**src/ibfp_pkg.sv**
```systemverilog
`timescale 1ns / 1ps

package ibfp_pkg;

   // Byte slots of one word's output run, in emission order
   typedef enum logic [2:0] {
      SLOT_STREAM,
      SLOT_START,
      SLOT_SIZE,
      SLOT_ADDR,
      SLOT_CONTROL,
      SLOT_DATA,
      SLOT_STOP,
      SLOT_TERM
   } slot_type;

   localparam int unsigned SLOT_COUNT = 8;

   // Fixed bytes of the bridge packet stream
   localparam logic [7:0] BYTE_STREAM    = 8'hAA;
   localparam logic [7:0] BYTE_START     = 8'h74;
   localparam logic [7:0] BYTE_SIZE_FLAG = 8'h80;
   localparam logic [7:0] BYTE_CONTROL   = 8'h40;
   localparam logic [7:0] BYTE_STOP      = 8'h75;
   localparam logic [7:0] BYTE_TERM      = 8'h00;

   // Register map
   localparam int unsigned CSR_INDEX_WIDTH = 8;
   localparam int unsigned CSR_DATA_WIDTH  = 12;
   localparam logic [CSR_INDEX_WIDTH-1:0] CSR_DEVICE_ADDRESS = 8'd0;
   localparam logic [CSR_INDEX_WIDTH-1:0] CSR_FRAME_LENGTH   = 8'd1;

   // One word's output run, as handed from the input stage to the serializer
   typedef struct packed {
      logic [SLOT_COUNT-1:0] slot_mask;
      logic [7:0]            size_byte;
      logic [7:0]            addr_byte;
      logic [7:0]            data_byte;
   } plan_type;

endpackage

```
**src/ibfp_ifs.sv**
```systemverilog
`timescale 1ns / 1ps

// Frame byte channel
interface ibfp_req_if;
   logic       valid;
   logic       ready;
   logic [7:0] data_byte;

   modport source (output valid, output data_byte, input ready);
   modport sink   (input valid, input data_byte, output ready);
endinterface

// Packet stream channel
interface ibfp_rsp_if;
   logic       valid;
   logic       ready;
   logic [7:0] usb_byte;
   logic       packet_end;
   logic       run_last;

   modport source (output valid, output usb_byte, output packet_end, output run_last,
                   input ready);
   modport sink   (input valid, input usb_byte, input packet_end, input run_last,
                   output ready);
endinterface

// Register write channel
interface ibfp_csr_if;
   logic                                valid;
   logic                                ready;
   logic [ibfp_pkg::CSR_INDEX_WIDTH-1:0] index;
   logic [ibfp_pkg::CSR_DATA_WIDTH-1:0]  data;

   modport source (output valid, output index, output data, input ready);
   modport sink   (input valid, input index, input data, output ready);
endinterface

```
**src/i2c_bridge_frame_packetizer_core.sv**
```systemverilog
`timescale 1ns / 1ps

// Bridge frame packetizer.
// req_bus takes display frame bytes one word at a time; rsp_bus returns the
// bridge packet stream one byte per word, with packet_end on each packet's
// terminator and run_last on the final byte caused by an input word.
// csr_bus writes device_address (index 0) and frame_length (index 1); it is
// always ready, and unknown indexes are dropped. Both are sampled at the
// start of each frame.
// A word accepted on req_bus is held in the input register until the output
// stage loads it; its bytes then go out on rsp_bus from the output stage.
// Throughput: one output byte per cycle while rsp_bus is ready. A word emits
// 1 to 8 bytes (a frame opener adds 5, a packet opener 2, a packet close 1 or
// 2), all sent one after another on the single output byte lane.
// Reset sets device_address to 60, frame_length to 512 and makes the next
// word open a frame. When rsp_bus stalls, the current byte holds, one more
// word waits in the input register, and then req_bus.ready drops.
module i2c_bridge_frame_packetizer_core #(
   parameter int unsigned PACKET_LEN = 32
) (
   input  logic       clock,
   input  logic       reset,
   ibfp_req_if.sink   req_bus,
   ibfp_rsp_if.source rsp_bus,
   ibfp_csr_if.sink   csr_bus
);

   localparam int unsigned FIRST_CAP = PACKET_LEN - 6;
   localparam int unsigned LATER_CAP = PACKET_LEN - 3;

   logic [6:0]  dev_addr_ff,  dev_addr_in;
   logic [11:0] frame_len_ff, frame_len_in;
   logic [11:0] rem_ff,       rem_in;
   logic [5:0]  left_ff,      left_in;
   logic        first_ff,     first_in;
   logic        s1_valid_ff,  s1_valid_in;
   ibfp_pkg::plan_type s1_plan_ff, s1_plan_in;

   logic        load_ready;
   logic        req_fire;
   logic [11:0] len_eff, rem_eff, rem_load, rem_dec;
   logic [5:0]  n_first, n_later, left_load, left_dec;
   logic        hdr_new, frame_done, pkt_done;
   ibfp_pkg::plan_type plan_new;

   // Register writes
   assign csr_bus.ready = 1'b1;

   always_comb begin
      dev_addr_in  = dev_addr_ff;
      frame_len_in = frame_len_ff;
      if (csr_bus.valid) begin
         unique case (csr_bus.index)
            ibfp_pkg::CSR_DEVICE_ADDRESS: dev_addr_in  = csr_bus.data[6:0];
            ibfp_pkg::CSR_FRAME_LENGTH:   frame_len_in = csr_bus.data[11:0];
            default: ;
         endcase
      end
   end

   // Packet bookkeeping for the word being accepted
   always_comb begin
      len_eff = (frame_len_ff == '0) ? 12'd1 : frame_len_ff;
      rem_eff = (rem_ff == '0) ? 12'd1 : rem_ff;
      n_first = (len_eff < 12'(FIRST_CAP)) ? len_eff[5:0] : 6'(FIRST_CAP);
      n_later = (rem_eff < 12'(LATER_CAP)) ? rem_eff[5:0] : 6'(LATER_CAP);
      hdr_new = !first_ff && ((left_ff == '0) || (rem_ff == '0));

      if (first_ff) begin
         rem_load  = len_eff;
         left_load = n_first;
      end else if (hdr_new) begin
         rem_load  = rem_eff;
         left_load = n_later;
      end else begin
         rem_load  = rem_ff;
         left_load = left_ff;
      end

      rem_dec    = rem_load - 12'd1;
      left_dec   = left_load - 6'd1;
      frame_done = (rem_dec == '0);
      pkt_done   = (left_dec == '0) || frame_done;

      plan_new.slot_mask = '0;
      plan_new.slot_mask[ibfp_pkg::SLOT_STREAM]  = first_ff || hdr_new;
      plan_new.slot_mask[ibfp_pkg::SLOT_START]   = first_ff;
      plan_new.slot_mask[ibfp_pkg::SLOT_SIZE]    = first_ff || hdr_new;
      plan_new.slot_mask[ibfp_pkg::SLOT_ADDR]    = first_ff;
      plan_new.slot_mask[ibfp_pkg::SLOT_CONTROL] = first_ff;
      plan_new.slot_mask[ibfp_pkg::SLOT_DATA]    = 1'b1;
      plan_new.slot_mask[ibfp_pkg::SLOT_STOP]    = frame_done;
      plan_new.slot_mask[ibfp_pkg::SLOT_TERM]    = pkt_done;
      plan_new.size_byte = first_ff
         ? (ibfp_pkg::BYTE_SIZE_FLAG | {2'b00, n_first + 6'd2})
         : (ibfp_pkg::BYTE_SIZE_FLAG | {2'b00, n_later});
      plan_new.addr_byte = {dev_addr_ff, 1'b0};
      plan_new.data_byte = req_bus.data_byte;
   end

   // Input register, refilled while the output stage drains
   assign req_bus.ready = !s1_valid_ff || load_ready;
   assign req_fire      = req_bus.valid && req_bus.ready;

   always_comb begin
      rem_in      = rem_ff;
      left_in     = left_ff;
      first_in    = first_ff;
      s1_valid_in = s1_valid_ff;
      s1_plan_in  = s1_plan_ff;
      if (req_fire) begin
         rem_in      = rem_dec;
         left_in     = frame_done ? 6'd0 : left_dec;
         first_in    = frame_done;
         s1_valid_in = 1'b1;
         s1_plan_in  = plan_new;
      end else if (load_ready) begin
         s1_valid_in = 1'b0;
      end
   end

   always_ff @(posedge clock) begin
      if (reset) begin
         dev_addr_ff  <= 7'd60;
         frame_len_ff <= 12'd512;
         rem_ff       <= '0;
         left_ff      <= '0;
         first_ff     <= 1'b1;
         s1_valid_ff  <= 1'b0;
      end else begin
         dev_addr_ff  <= dev_addr_in;
         frame_len_ff <= frame_len_in;
         rem_ff       <= rem_in;
         left_ff      <= left_in;
         first_ff     <= first_in;
         s1_valid_ff  <= s1_valid_in;
      end
   end

   always_ff @(posedge clock) begin
      s1_plan_ff <= s1_plan_in;
   end

   // Output stage
   ibfp_serializer u_serializer (
      .clock      (clock),
      .reset      (reset),
      .load_valid (s1_valid_ff),
      .load_ready (load_ready),
      .load_plan  (s1_plan_ff),
      .rsp_bus    (rsp_bus)
   );

   // Word still waiting in the input register is kept
   a_s1_hold: assert property (@(posedge clock) disable iff (reset)
      (s1_valid_ff && !load_ready) |=> s1_valid_ff && $stable(s1_plan_ff))
      else $error("input register lost a waiting word");

   // A finished frame always ends its packet
   a_frame_close: assert property (@(posedge clock) disable iff (reset)
      (req_fire && frame_done) |-> pkt_done)
      else $error("frame ended without closing its packet");

   // Inside a frame the packet count never runs past the frame count
   a_left_bound: assert property (@(posedge clock) disable iff (reset)
      !first_ff |-> ({6'd0, left_ff} <= rem_ff))
      else $error("packet count exceeds remaining frame bytes");

endmodule

```
**src/ibfp_serializer.sv**
```systemverilog
`timescale 1ns / 1ps

module ibfp_serializer (
   input  logic               clock,
   input  logic               reset,
   input  logic               load_valid,
   output logic               load_ready,
   input  ibfp_pkg::plan_type load_plan,
   ibfp_rsp_if.source         rsp_bus
);

   logic [ibfp_pkg::SLOT_COUNT-1:0] mask_ff, mask_in;
   ibfp_pkg::plan_type              plan_ff, plan_in;
   ibfp_pkg::slot_type              cur_slot;
   logic [ibfp_pkg::SLOT_COUNT-1:0] mask_rest;
   logic                            rsp_fire;
   logic                            load_fire;

   // Lowest pending slot goes out first
   always_comb begin
      cur_slot = ibfp_pkg::SLOT_TERM;
      for (int i = ibfp_pkg::SLOT_COUNT - 1; i >= 0; i--) begin
         if (mask_ff[i]) begin
            cur_slot = ibfp_pkg::slot_type'(3'(i));
         end
      end
   end

   assign mask_rest  = mask_ff & (mask_ff - {{(ibfp_pkg::SLOT_COUNT-1){1'b0}}, 1'b1});
   assign rsp_fire   = rsp_bus.valid && rsp_bus.ready;
   assign load_ready = (mask_ff == '0) || (rsp_bus.ready && (mask_rest == '0));
   assign load_fire  = load_valid && load_ready;

   // Output byte select
   always_comb begin
      unique case (cur_slot)
         ibfp_pkg::SLOT_STREAM:  rsp_bus.usb_byte = ibfp_pkg::BYTE_STREAM;
         ibfp_pkg::SLOT_START:   rsp_bus.usb_byte = ibfp_pkg::BYTE_START;
         ibfp_pkg::SLOT_SIZE:    rsp_bus.usb_byte = plan_ff.size_byte;
         ibfp_pkg::SLOT_ADDR:    rsp_bus.usb_byte = plan_ff.addr_byte;
         ibfp_pkg::SLOT_CONTROL: rsp_bus.usb_byte = ibfp_pkg::BYTE_CONTROL;
         ibfp_pkg::SLOT_DATA:    rsp_bus.usb_byte = plan_ff.data_byte;
         ibfp_pkg::SLOT_STOP:    rsp_bus.usb_byte = ibfp_pkg::BYTE_STOP;
         ibfp_pkg::SLOT_TERM:    rsp_bus.usb_byte = ibfp_pkg::BYTE_TERM;
         default:                rsp_bus.usb_byte = ibfp_pkg::BYTE_TERM;
      endcase
   end

   assign rsp_bus.valid      = (mask_ff != '0);
   assign rsp_bus.packet_end = (cur_slot == ibfp_pkg::SLOT_TERM);
   assign rsp_bus.run_last   = (mask_rest == '0);

   // Next run loads as the current one drains
   always_comb begin
      mask_in = mask_ff;
      plan_in = plan_ff;
      if (load_fire) begin
         mask_in = load_plan.slot_mask;
         plan_in = load_plan;
      end else if (rsp_fire) begin
         mask_in = mask_rest;
      end
   end

   always_ff @(posedge clock) begin
      if (reset) begin
         mask_ff <= '0;
      end else begin
         mask_ff <= mask_in;
      end
   end

   always_ff @(posedge clock) begin
      plan_ff <= plan_in;
   end

   // A loaded run always carries the frame byte
   a_load_busy: assert property (@(posedge clock) disable iff (reset)
      load_fire |=> mask_ff[ibfp_pkg::SLOT_DATA] || $past(mask_ff) != '0)
      else $error("run loaded without its frame byte");

   // Stalled output keeps its pending slots
   a_stall_hold: assert property (@(posedge clock) disable iff (reset)
      (rsp_bus.valid && !rsp_bus.ready) |=> $stable(mask_ff))
      else $error("pending slots changed under stall");

   // A stop byte is always followed by a terminator
   a_stop_term: assert property (@(posedge clock) disable iff (reset)
      mask_ff[ibfp_pkg::SLOT_STOP] |-> mask_ff[ibfp_pkg::SLOT_TERM])
      else $error("stop byte without terminator");

endmodule
```
**src/flat_wrapper.sv**
```systemverilog
// flat-port wrapper written by rule: the top's interface ports become plain ports
module i2c_bridge_frame_packetizer_core_flat 
#(
   parameter int unsigned PACKET_LEN = 32
)
  (clock, reset, req_bus_valid, req_bus_data_byte, req_bus_ready, rsp_bus_valid, rsp_bus_usb_byte, rsp_bus_packet_end, rsp_bus_run_last, rsp_bus_ready, csr_bus_valid, csr_bus_index, csr_bus_data, csr_bus_ready);
  ibfp_req_if req_bus_i ();
  ibfp_rsp_if rsp_bus_i ();
  ibfp_csr_if csr_bus_i ();
  input  logic clock;
  input  logic reset;
  input wire logic [$bits(req_bus_i.valid)-1:0] req_bus_valid;
  input wire logic [$bits(req_bus_i.data_byte)-1:0] req_bus_data_byte;
  output wire logic [$bits(req_bus_i.ready)-1:0] req_bus_ready;
  output wire logic [$bits(rsp_bus_i.valid)-1:0] rsp_bus_valid;
  output wire logic [$bits(rsp_bus_i.usb_byte)-1:0] rsp_bus_usb_byte;
  output wire logic [$bits(rsp_bus_i.packet_end)-1:0] rsp_bus_packet_end;
  output wire logic [$bits(rsp_bus_i.run_last)-1:0] rsp_bus_run_last;
  input wire logic [$bits(rsp_bus_i.ready)-1:0] rsp_bus_ready;
  input wire logic [$bits(csr_bus_i.valid)-1:0] csr_bus_valid;
  input wire logic [$bits(csr_bus_i.index)-1:0] csr_bus_index;
  input wire logic [$bits(csr_bus_i.data)-1:0] csr_bus_data;
  output wire logic [$bits(csr_bus_i.ready)-1:0] csr_bus_ready;
  assign req_bus_i.valid = req_bus_valid;
  assign req_bus_i.data_byte = req_bus_data_byte;
  assign req_bus_ready = req_bus_i.ready;
  assign rsp_bus_valid = rsp_bus_i.valid;
  assign rsp_bus_usb_byte = rsp_bus_i.usb_byte;
  assign rsp_bus_packet_end = rsp_bus_i.packet_end;
  assign rsp_bus_run_last = rsp_bus_i.run_last;
  assign rsp_bus_i.ready = rsp_bus_ready;
  assign csr_bus_i.valid = csr_bus_valid;
  assign csr_bus_i.index = csr_bus_index;
  assign csr_bus_i.data = csr_bus_data;
  assign csr_bus_ready = csr_bus_i.ready;
  i2c_bridge_frame_packetizer_core #(.PACKET_LEN(PACKET_LEN)) u_core (.clock(clock), .reset(reset), .req_bus(req_bus_i), .rsp_bus(rsp_bus_i), .csr_bus(csr_bus_i));
endmodule
```
**config.mk**
```make
export PLATFORM = sky130hd
export DESIGN_NAME = i2c_bridge_frame_packetizer_core_flat
export DESIGN_NICKNAME = d
export VERILOG_FILES = /design/src/ibfp_pkg.sv /design/src/ibfp_ifs.sv /design/src/i2c_bridge_frame_packetizer_core.sv /design/src/ibfp_serializer.sv /design/src/flat_wrapper.sv
export SDC_FILE = /design/constraint.sdc
export NUM_CORES = 1
export LEC_CHECK = 0
export ABC_AREA = 1
export BUFFER_PORTS_ARGS = -buffer_cell sky130_fd_sc_hd__buf_2
export CORE_ASPECT_RATIO = 1.75
export CORE_MARGIN = 10
export CORE_UTILIZATION = 53
export DETAILED_ROUTE_END_ITERATION = 16
export GPL_ROUTABILITY_DRIVEN = 0
export HOLD_SLACK_MARGIN = 0.03
export PLACE_DENSITY = 0.79
export SLEW_MARGIN = 20
export SYNTH_ARGS = -nofsm -noshare
export SYNTH_HDL_FRONTEND = slang
export SYNTH_HIERARCHICAL = 1
export SYNTH_SLANG_ARGS = --single-unit
```
**constraint.sdc**
```tcl
create_clock -name clock -period 2.75 [get_ports clock]
set_clock_uncertainty 0.05 [all_clocks]
set_input_delay 0 -clock clock [delete_from_list [all_inputs] [get_ports clock]]
set_output_delay 0 -clock clock [all_outputs]
set_load 0.03 [all_outputs]
```
==> results of run 1 <==
[power breakdown]
group,internal [uW],leakage [uW],switching (uW)
Clock,648,0.000149,581
Sequential,1790,0.000822,158
Combinational,704,0.00152,1630
Total,3140,0.00249,2370
[stage by stage]
step	total power, uW	hold slack (ps)	instances
finish	5513	60.39	769
detailed placement	4276	130.0	729
global route	5846	64.04	769
global placement	4199	127.5	729
CTS	5523	38.18	769
floorplan	3697	19.07	577
[cell usage in the layout, fill, tap and decap left out, types with 5 or more instances in the layout]
master	instances
sky130_fd_sc_hd__a21oi_1	26
sky130_fd_sc_hd__buf_2	44
sky130_fd_sc_hd__buf_4	6
sky130_fd_sc_hd__clkbuf_16	9
sky130_fd_sc_hd__conb_1	5
sky130_fd_sc_hd__dfxtp_1	47
sky130_fd_sc_hd__dlygate4sd3_1	24
sky130_fd_sc_hd__edfxtp_1	49
sky130_fd_sc_hd__ha_1	5
sky130_fd_sc_hd__inv_1	71
sky130_fd_sc_hd__nand2_1	132
sky130_fd_sc_hd__nand2_4	5
sky130_fd_sc_hd__nand3_1	45
sky130_fd_sc_hd__nand3_2	5
sky130_fd_sc_hd__nand4_1	15
sky130_fd_sc_hd__nor2_1	59
sky130_fd_sc_hd__nor2_2	11
sky130_fd_sc_hd__o211ai_1	7
sky130_fd_sc_hd__o21ai_0	29
sky130_fd_sc_hd__o21ai_1	14
[cells by family (layout without fill, tap and decap cells)]
kind of cell	after synthesis	after routing	share of synthesized area, %
flops	96	96	50.70
simple gates	288	288	28.40
buf+inv	91	166	8.204
other cells	2	5	0.1578
xor+xnor	1	1	0.1841
compound gates	91	91	11.04
fa+ha+maj	5	5	1.315
[flip-flops by register name, indices dropped and copies added (netlist names)]
name,count
u_core/s1_plan_ff,25
u_core/u_serializer/plan_ff,24
u_core/frame_len_ff,12
u_core/rem_ff,12
u_core/u_serializer/mask_ff,8
u_core/dev_addr_ff,7
u_core/left_ff,6
u_core/first_ff,1
u_core/s1_valid_ff,1
[cell type report]
type                       instances  area share [%]
clock buffer                       9           3.992
clock inverter                     7           1.353
inverter                          75           4.990
multi-input combinational        390           35.00
sequential                        96           42.76
tap                              117           2.595
timing repair buffer              75           9.315
[per-layer routing]
metal  share of wire, %  wire length (um)  up-vias
met2                 57              6418      119
met1                 35              3888     1897
li1                   -                 -     2044
met5                  0                 0        -
met3                4.0               444       35
met4                3.9               437        0
[how the worst min path moves through the flow]
stage / end / start / cells after the start / slack, ps
after global placement: u_core/s1_plan_ff[7] / req_bus_data_byte[7] / 1 / 130
after global routing: u_core/dev_addr_ff[2] / csr_bus_valid / 4 / 60
final: u_core/dev_addr_ff[2] / csr_bus_valid / 4 / 60
after CTS: u_core/dev_addr_ff[2] / csr_bus_valid / 4 / 40
after detailed placement: u_core/s1_plan_ff[5] / req_bus_data_byte[5] / 1 / 130
after floorplan: u_core/u_serializer/mask_ff[0] / reset / 1 / 20
[worst min-delay path, cell delays in order]
cell and delay, ps:
sky130_fd_sc_hd__buf_2 120, sky130_fd_sc_hd__nand3_2 140, sky130_fd_sc_hd__nand2_1 80, sky130_fd_sc_hd__nand3_1 80
[timing repair]
item,CTS,global route
gates resized for setup,0,2
endpoints found under the setup margin,0,3
hold buffers,24,0
hold endpoints to repair,36,0
==> metrics.log, run 1 <==
INFO  metric fillerInstances = around 710
INFO  metric critical-path-top-delay-family = simple AND/OR/NAND/NOR gates
INFO  metric detail_route.drc_violations = 0
INFO  metric synth-edff-count = 49
INFO  metric critical_path.max_stage_delay = 420 ps
INFO  metric tritoncts = done
INFO  metric layout_worst_path_cycle_share = 91.94%
INFO  metric timing.critical_path.from_type = flop
INFO  metric startpoint = u_core/rem_ff[3]
INFO  metric detailedRoute.firstPassIterationCount = 5
INFO  metric cp.required = ~2900 ps
INFO  metric fmax = between 0.3 and 0.4 GHz
INFO  metric clock_tree.root_cell = sky130_fd_sc_hd__clkbuf_16
INFO  metric grt.met1_usage = about 16%
INFO  metric grt_use_total = between 15 and 20%
INFO  metric io_buffers = 44
INFO  metric cts-root-to-sink-buffers = 2
INFO  metric yosys.area.top_type_share = between 30% and 40%
INFO  metric critPathArrivalTime = approximately 2700 ps
INFO  metric routed_wire_length_per_instance = 14.55 um
INFO  metric final_core_util = around 65%
INFO  metric multi_input_comb_area = around 2000 um^2
INFO  metric setup_tns = 0 ps
INFO  metric viasPerCell = approximately 5.3
INFO  metric clkLatencyLatePin = ~350 ps
INFO  metric synth_most_common_cell = sky130_fd_sc_hd__nand2_1
INFO  metric drtAntennaViolNets = 0
INFO  metric synth.area.top_cells = sky130_fd_sc_hd__edfxtp_1, sky130_fd_sc_hd__dfxtp_1, sky130_fd_sc_hd__nand2_1, sky130_fd_sc_hd__inv_1, sky130_fd_sc_hd__nand3_1
INFO  metric grt_pass1_vias = 4121
INFO  metric synth_top_flop_cell = sky130_fd_sc_hd__edfxtp_1
INFO  metric rsz0062_at_grt = no
INFO  metric final_net_count = just under 700
INFO  metric cellLeakagePower = about 0.0025 uW
INFO  metric cts_post_setup_buffers_inserted = 0
INFO  metric vertical_die_dimension = between 100 and 150 um
INFO  metric grt_antenna_before_repair = 0
INFO  metric cts.sinks = 96
INFO  metric synth_async_reset_ratio = 0%
INFO  metric number_of_gates_on_the_worst_path_with_buffers_counted = 18
INFO  metric fp.dieArea = 13320 um^2
INFO  metric worst_margin_pin_slew = roughly 830 ps
INFO  metric number_of_cells_produced_by_synthesis = around 570
INFO  metric timing.critical_path.to_type = flop
INFO  metric cell_taking_the_most_area_after_synthesis = sky130_fd_sc_hd__edfxtp_1
INFO  metric floorplan.io_pins = between 40 and 50
INFO  metric insertedDiodeCount = 0
INFO  metric powerDensity = 977.2 nW/um^2
INFO  metric vias = around 4100
INFO  metric grt.overflow.total = 0
INFO  metric starting_density = a little over half
INFO  metric seq_area_frac_synth = 50.70%
INFO  metric end_of_the_critical_path = u_core/left_ff[5]
INFO  metric flow.area_growth_from_synthesis = 18.56%
INFO  metric groute.layer.met3.usage = roughly 3.7%
INFO  metric slew_headroom = between 40% and 50%
INFO  metric wire_length_of_the_first_global_routing_pass = between 15000 and 20000 um
INFO  metric ys_warns = 6
INFO  metric drt-total-wl = ~11000 um
INFO  metric critical_path.max_fanout = 10
INFO  metric crit_slowest_cell = sky130_fd_sc_hd__dfxtp_1
INFO  metric netlist_top_cells_count = sky130_fd_sc_hd__nand2_1, sky130_fd_sc_hd__inv_1, sky130_fd_sc_hd__nor2_1
INFO  metric synth.ff_latch_count = 96
INFO  metric r2r_end = u_core/left_ff[5]
INFO  metric number_of_h_tree_branching_levels = 3
INFO  metric max_cap_viol_count = 0
INFO  metric initialDrtViolationCount = 228
INFO  metric vdd_ir_drop_max = a little over 0.6 mV
INFO  metric numCtsBuffers = 9
INFO  metric reg2reg_from = u_core/rem_ff[3]
INFO  metric grtUsageMet2 = between 30 and 40%
INFO  metric grt_most_used_layer = met2
INFO  metric final_cell_area = 5642 um^2
INFO  metric setup_crit_path_kind = flop to flop
INFO  metric setup-violations-final = 0
INFO  metric rows = 45
INFO  metric synth_area_per_cell = about 8.3 um^2
INFO  metric post_syn_area = 4758 um^2
INFO  metric area.sequential = 2412 um^2
INFO  metric setup.reg_to_reg.worst_slack = between 200 and 250 ps
INFO  metric die-width = 91.63 um
INFO  metric clkSlewWorstSetupHoldPaths = around 70 ps
INFO  metric postPlaceCellArea = around 5100 um^2
INFO  metric final_max_slew_viol_count = 0
INFO  metric design.core.area = slightly below 9000 um^2
INFO  metric critical_path_buf_inv_count = 3
INFO  metric grt_max_degree = 48
INFO  metric outcome = finished, final reports clean
INFO  metric cp_cell_sequence = inv_1 > nand2_1 > nor2_1 > nand2_4 > nand3_1 > nand2_4 > ha_1 > inv_1 > nor2_1 > nand2_1 > inv_2 > nand3_1 > nand2_1 > nand4_1 > nor2_2 > nand2_4 > nand3_1 > a21oi_1
INFO  metric layout_min_cycle_time = 2528 ps
INFO  metric timing.reg2reg.worst_path_depth = 18
INFO  metric hold_class = input port to flop
INFO  metric synth.lib_cells_used.distinct = 42
INFO  metric drive_gt1_share = approximately 17%
INFO  metric dp_slack = roughly 240 ps
INFO  metric hpwl = 8197 um
INFO  metric layout_setup_ws = 221.8 ps
INFO  metric timing_hold_violations_final = 0
Power figures use the tool's default switching activity.
==> inputs of run 2 (changes only) <==
Settings changed: CELL_PAD_IN_SITES_DETAIL_PLACEMENT set to 1, CELL_PAD_IN_SITES_GLOBAL_PLACEMENT set to 1, CORE_UTILIZATION 53 to 40, HOLD_SLACK_MARGIN 0.03 to not set.
==> metrics.log, run 2 (synthesis results as in run 1) <==
INFO  metric hold-path-endpoint = u_core/dev_addr_ff[3]
INFO  metric number_of_stages_on_the_worst_hold_path = 5 (+1)
INFO  metric clkLatencyLatePin = 350 ps (about the same)
INFO  metric number_of_h_tree_branching_levels = 3 (unchanged)
INFO  metric grt_max_degree = 48 (unchanged)
INFO  metric cts-root-to-sink-buffers = 2 (unchanged)
INFO  metric outcome = finished, final reports clean
INFO  metric fmax = 0.3876 GHz (-2.0%)
INFO  metric grt_pass1_vias = 4489 (+8.9%)
INFO  metric slew_headroom = 42.45% (-2.2 points)
INFO  metric die-width = 102.4 um (+12%)
INFO  metric detail_route.drc_violations = 0 (unchanged)
INFO  metric hold_class = input port to flop
INFO  metric area.sequential = 2415 um^2 (+0.10%)
INFO  metric final_cell_area = 5663 um^2 (+0.38%)
INFO  metric wire_length_of_the_first_global_routing_pass = 21380 um (+15%)
INFO  metric flow.area_growth_from_synthesis = 19.01%
INFO  metric timing.critical_path.to_type = flop
INFO  metric tritoncts = done
INFO  metric setup_crit_path_kind = flop to flop
INFO  metric critical_path_buf_inv_count = 2 (-1)
INFO  metric clkPwrFrac = 23.4% (+1.1 points)
INFO  metric critical_path.max_stage_delay = 350 ps (-70 ps)
INFO  metric vias = 4140 (+1.1%)
INFO  metric number_of_gates_on_the_worst_path_with_buffers_counted = 19 (+1)
INFO  metric reg2reg_from = u_core/rem_ff[11]
INFO  metric critPathArrivalTime = 2750 ps (+50 ps)
INFO  metric timing_hold_violations_final = 0 (unchanged)
INFO  metric cts_post_setup_buffers_inserted = 0 (unchanged)
INFO  metric p_total = 5693 uW (+3.3%)
INFO  metric multi_input_comb_area = 1979 um^2 (+0.25%)
INFO  metric initialDrtViolationCount = 167 (-27%)
INFO  metric seq_power_share = 34.4% (-0.9 points)
INFO  metric cts.sinks = 96 (unchanged)
INFO  metric fillerInstances = 1414 (+100%)
INFO  metric floorplan.io_pins = 46 (unchanged)
INFO  metric clkSlewWorstSetupHoldPaths = 70 ps (about the same)
INFO  metric setup-violations-final = 0 (unchanged)
INFO  metric fp.dieArea = 16830 um^2 (+26%)
INFO  metric viasPerCell = 5.274 (-0.96%)
INFO  metric drive_gt1_share = 17.26% (+0.69 points)
INFO  metric clock_tree.root_cell = sky130_fd_sc_hd__clkbuf_16
INFO  metric critical-path-top-delay-family = simple AND/OR/NAND/NOR gates
INFO  metric worst_margin_pin_slew = 862.2 ps (+32.74 ps)
INFO  metric crit_slowest_cell = sky130_fd_sc_hd__dfxtp_1
INFO  metric leading_cell_types_in_the_layout_fill_and_taps_excluded = sky130_fd_sc_hd__nand2_1, sky130_fd_sc_hd__inv_1, sky130_fd_sc_hd__nor2_1, sky130_fd_sc_hd__edfxtp_1
INFO  metric grt_use_total = 16.32% (-0.73 points)
INFO  metric design.core.area = 11580 um^2 (+33%)
INFO  metric detailedRoute.firstPassIterationCount = 4 (-1)
INFO  metric r2r_end = u_core/left_ff[0]
INFO  metric setup.reg_to_reg.worst_slack = 170 ps (-50 ps)
INFO  metric cp_cell_sequence = nor2_1 > nand2_1 > nor2_4 > nand2_4 > nand3_1 > nand2_4 > ha_1 > inv_1 > nor2_2 > nand2_2 > inv_2 > nand3_1 > nand2_1 > nand2_1 > nand2_1 > nor2_2 > nand2_4 > nand3_1 > a21oi_1
INFO  metric timing.reg2reg.worst_path_depth = 19 (+1)
INFO  metric sw_frac_of_total = 43.23% (+0.19 points)
INFO  metric p_int = 3232 uW (+2.9%)
INFO  metric critical_path.max_fanout = 10 (unchanged)
INFO  metric io_buffers = 44 (unchanged)
INFO  metric largest_registers = u_core/s1_plan_ff x25, u_core/u_serializer/plan_ff x24
INFO  metric starting_density = 41.09% (-13 points)
INFO  metric postPlaceCellArea = 5115 um^2 (+0.44%)
INFO  metric hold-worst-slack = 21.43 ps (-38.96 ps)
INFO  metric vdd_ir_drop_max = 0.3730 mV (-39%)
INFO  metric timing.critical_path.from_type = flop
INFO  metric grt_antenna_before_repair = 1 (+1)
INFO  metric largest_register_ffs = 25 (unchanged)
INFO  metric mostFrequentLayoutCell = sky130_fd_sc_hd__nand2_1
INFO  metric holdCritStartpoint = csr_bus_index[1]
INFO  metric drtAntennaViolNets = 0 (unchanged)
INFO  metric power.net_switching = 2461 uW (+3.7%)
INFO  metric final_net_count = 682 (-0.44%)
INFO  metric hpwl = 9806 um (+20%)
INFO  metric vertical_die_dimension = 164.3 um (+13%)
INFO  metric drt-total-wl = 13250 um (+18%)
INFO  metric final_core_util = 48.90% (-16 points)
INFO  metric routed_wire_length_per_instance = 16.88 um (+16%)
INFO  metric layout_min_cycle_time = 2580 ps (+51.74 ps)
INFO  metric final_max_slew_viol_count = 0 (unchanged)
INFO  metric numCtsBuffers = 9 (unchanged)
INFO  metric layout_worst_path_cycle_share = 93.82% (+1.9 points)
INFO  metric powerDensity = 1005 nW/um^2 (+2.9%)
INFO  metric comb_power_share = 42.2% (-0.2 points)
INFO  metric cp.required = 2920 ps (about the same)
INFO  metric grt.overflow.total = 0 (unchanged)
INFO  metric largest_register = u_core/s1_plan_ff
INFO  metric cellLeakagePower = 0.002492 uW (+0.19%)
INFO  metric max_cap_viol_count = 0 (unchanged)
INFO  metric cp_common_cell = sky130_fd_sc_hd__nand2_1
INFO  metric rows = 52 (+16%)
## run 2: how the worst max path moves through the flow
stage / startpoint / to / slack (ps)
after floorplan: u_core/u_serializer/mask_ff[0] / u_core/s1_plan_ff[0] / 150
after global placement: u_core/rem_ff[11] / u_core/first_ff / 230
after detailed placement: u_core/rem_ff[11] / u_core/left_ff[0] / 110
after CTS: u_core/rem_ff[11] / u_core/left_ff[3] / 100
after global routing: u_core/rem_ff[6] / u_core/left_ff[3] / -6
final: u_core/rem_ff[11] / u_core/left_ff[0] / 170
## run 2: power groups by stage
| stage | Sequential [uW] | Combinational, uW | Clock, uW |
|---|---|---|---|
| final | 1960 | 2400 | 1330 |
| after CTS | 1960 | 2410 | 1360 |
| after detailed placement | 1990 | 2370 | 0 |
| after global routing | 1980 | 2660 | 1410 |
| after global placement | 1970 | 2290 | 0 |
| after floorplan | 1910 | 1780 | 0 |
## run 2: stage by stage
stage / setup WS (ps) / setup TNS (ps) / cells
2_1_floorplan: 153.6 / 0 / 577
3_3_place_gp: 227.5 / 0 / 747
3_5_place_dp: 113.4 / 0 / 747
4_1_cts: 98.82 / 0 / 784
5_1_grt: -6.329 / -10.97 / 785
6_report: 170.0 / 0 / 785
## run 2: metal layers
metal	GRT usage [%]	vias up	wire, um
met4	10.63	0	754
met5	0	-	0
met2	31.98	81	7617
li1	-	2033	-
met3	2.819	46	379
met1	14.33	1980	4497
## run 2: cell type report
| cell class | count | area share, % |
|---|---|---|
| sequential | 96 | 42.64 |
| clock buffer | 9 | 3.977 |
| multi-input combinational | 390 | 34.95 |
| inverter | 75 | 4.971 |
| antenna | 1 | 0.04419 |
| clock inverter | 7 | 1.679 |
| timing repair buffer | 72 | 8.749 |
| tap | 135 | 2.983 |
## run 2: worst register-to-register path, delay by kind of cell (launching register included)
family / cells / cell delay, ps
AOI/OAI and AO/OA: 1 / 70
and+or+nand+nor: 15 / 1600
DFF: 1 / 350
buffers and inverters: 2 / 150
adders and majority gates: 1 / 240
## run 2: repair_timing
| item | CTS | global route |
|---|---|---|
| hold buffers | 21 | 0 |
| endpoints found under the hold margin | 35 | 0 |
| resized for setup | 0 | 6 |
| endpoints found under the setup margin | 0 | 9 |
==> inputs of run 3 (changes only) <==
Settings changed: MAX_ROUTING_LAYER set to met4.
==> metrics.log, run 3 (synthesis results as in run 1) <==
INFO  metric comb_power_share = 42.2% (about the same)
INFO  metric routed_wire_length_per_instance = 16.97 um (+0.58%)
INFO  metric critical_path.max_stage_delay = 350 ps (about the same)
INFO  metric detail_route.drc_violations = 0 (unchanged)
INFO  metric wire_length_of_the_first_global_routing_pass = 21410 um (+0.13%)
INFO  metric grt_pass1_vias = 4483 (-0.13%)
INFO  metric outcome = finished, final reports clean
INFO  metric drt-total-wl = 13320 um (+0.58%)
INFO  metric cellLeakagePower = 0.002492 uW (unchanged)
INFO  metric floorplan.io_pins = 46 (unchanged)
INFO  metric p_int = 3232 uW (about the same)
INFO  metric viasPerCell = 5.273 (about the same)
INFO  metric critPathArrivalTime = 2750 ps (about the same)
INFO  metric cts_post_setup_buffers_inserted = 0 (unchanged)
INFO  metric powerDensity = 1006 nW/um^2 (about the same)
INFO  metric drtAntennaViolNets = 0 (unchanged)
INFO  metric max_cap_viol_count = 0 (unchanged)
INFO  metric cts.sinks = 96 (unchanged)
INFO  metric fp.dieArea = 16830 um^2 (unchanged)
INFO  metric design.core.area = 11580 um^2 (unchanged)
INFO  metric clkSlewWorstSetupHoldPaths = 70 ps (about the same)
INFO  metric fmax = 0.3881 GHz (+0.13%)
INFO  metric timing_hold_violations_final = 0 (unchanged)
INFO  metric vias = 4139 (-0.024%)
INFO  metric numCtsBuffers = 9 (unchanged)
INFO  metric setup-violations-final = 0 (unchanged)
INFO  metric slew_headroom = 40.47% (-2.0 points)
INFO  metric seq_power_share = 34.4% (about the same)
INFO  metric io_buffers = 44 (unchanged)
INFO  metric worst_margin_pin_slew = 891.9 ps (+29.70 ps)
INFO  metric clkPwrFrac = 23.4% (about the same)
INFO  metric rows = 52 (unchanged)
INFO  metric final_core_util = 48.90% (unchanged)
INFO  metric crit_slowest_cell = sky130_fd_sc_hd__dfxtp_1
INFO  metric cp_common_cell = sky130_fd_sc_hd__nand2_1
INFO  metric hold_class = input port to flop
INFO  metric final_net_count = 682 (unchanged)
INFO  metric drive_gt1_share = 17.26% (unchanged)
INFO  metric timing.critical_path.to_type = flop
INFO  metric final_max_slew_viol_count = 0 (unchanged)
INFO  metric tritoncts = done
INFO  metric sw_frac_of_total = 43.24% (about the same)
INFO  metric final_cell_area = 5663 um^2 (unchanged)
INFO  metric power.net_switching = 2462 uW (about the same)
INFO  metric mostFrequentLayoutCell = sky130_fd_sc_hd__nand2_1
INFO  metric grt.overflow.total = 0 (unchanged)
INFO  metric hpwl = 9806 um (unchanged)
INFO  metric clkLatencyLatePin = 350 ps (about the same)
INFO  metric grt_use_total = 16.79% (+0.46 points)
INFO  metric flow.area_growth_from_synthesis = 19.01% (unchanged)
INFO  metric cts-root-to-sink-buffers = 2 (unchanged)
INFO  metric layout_worst_path_cycle_share = 93.70% (-0.12 points)
INFO  metric fillerInstances = 1414 (unchanged)
INFO  metric largest_registers = u_core/s1_plan_ff x25, u_core/u_serializer/plan_ff x24
INFO  metric detailedRoute.firstPassIterationCount = 4 (unchanged)
INFO  metric die-width = 102.4 um (unchanged)
INFO  metric number_of_h_tree_branching_levels = 3 (unchanged)
INFO  metric layout_min_cycle_time = 2577 ps (-3.254 ps)
INFO  metric cp.required = 2930 ps (about the same)
INFO  metric grt_antenna_before_repair = 1 (unchanged)
INFO  metric grt_max_degree = 48 (unchanged)
INFO  metric setup_crit_path_kind = flop to flop
INFO  metric largest_register = u_core/s1_plan_ff
INFO  metric starting_density = 41.09% (unchanged)
INFO  metric setup_tns = 0 ps (unchanged)
INFO  metric vertical_die_dimension = 164.3 um (unchanged)
INFO  metric clock_tree.root_cell = sky130_fd_sc_hd__clkbuf_16
INFO  metric vdd_ir_drop_max = 0.3756 mV (+0.70%)
INFO  metric critical_path.max_fanout = 10 (unchanged)
INFO  metric postPlaceCellArea = 5115 um^2 (unchanged)
INFO  metric leading_cell_types_in_the_layout_fill_and_taps_excluded = sky130_fd_sc_hd__nand2_1, sky130_fd_sc_hd__inv_1, sky130_fd_sc_hd__nor2_1, sky130_fd_sc_hd__edfxtp_1
INFO  metric initialDrtViolationCount = 155 (-7.2%)
INFO  metric largest_register_ffs = 25 (unchanged)
INFO  metric cp_cell_sequence = nor2_1 > nand2_1 > nor2_4 > nand2_4 > nand3_1 > nand2_4 > ha_1 > inv_1 > nor2_2 > nand2_2 > inv_2 > nand3_1 > nand2_1 > nand2_1 > nand2_1 > nor2_2 > nand2_4 > nand3_1 > a21oi_1
INFO  metric timing.critical_path.from_type = flop
[run 3: path summary, 6_finish.rpt]
check / from / endpoint / slack, ps / cells past startpoint
min: rsp_bus_ready / u_core/u_serializer/mask_ff[7] / 20 / 5
max: u_core/rem_ff[11] / u_core/left_ff[0] / 170 / 19
max reg2reg: u_core/rem_ff[11] / u_core/left_ff[0] / 170 / 19
min reg2reg: u_core/s1_plan_ff[1] / u_core/u_serializer/plan_ff[1] / 370 / 0
[run 3: final cells by class]
| type | count | area [um^2] | area share [%] |
|---|---|---|---|
| multi-input combinational | 390 | 1979 | 34.95 |
| inverter | 75 | 281.5 | 4.971 |
| clock inverter | 7 | 95.09 | 1.679 |
| antenna | 1 | 2.502 | 0.04419 |
| tap | 135 | 168.9 | 2.983 |
| sequential | 96 | 2415 | 42.64 |
| timing repair buffer | 72 | 495.5 | 8.749 |
| clock buffer | 9 | 225.2 | 3.977 |
[run 3: metrics by stage]
stage / power [uW] / worst slack [ps] / std cells / hold slack (ps)
4_1_cts: 5727 / 98.82 / 784 / 15.06
2_1_floorplan: 3697 / 153.6 / 577 / 19.07
6_report: 5695 / 173.3 / 785 / 22.43
3_3_place_gp: 4259 / 227.5 / 747 / 128.3
3_5_place_dp: 4355 / 113.4 / 747 / 129.9
5_1_grt: 6053 / -5.283 / 785 / 53.78
[run 3: routing by layer]
layer / part of all wire, % / global-route usage, % / vias up
li1: - / - / 2033
met1: 34 / 14.38 / 1978
met2: 57 / 31.98 / 80
met3: 2.7 / 2.777 / 48
met4: 5.6 / 10.63 / 0
met5: 0 / - / -
[run 3: worst max-delay path, delay by kind of cell, from the launching register on]
kind,cells,cell delay [ps]
fa+ha+maj,1,240
buf+inv,2,150
simple gates,15,1600
compound gates,1,70
flops,1,350
[run 3: power groups by stage]
stage,logic (uW),clock network [uW],registers [uW]
floorplan,1780,0,1910
global placement,2290,0,1970
detailed placement,2370,0,1990
CTS,2410,1360,1960
global route,2660,1410,1980
finish,2400,1330,1960
[run 3: timing repair]
item | 4_1_cts | 5_1_grt
gates resized for setup | 0 | 6
endpoints found under the hold margin | 35 | 0
setup endpoints to repair | 0 | 9
hold buffers | 21 | 0
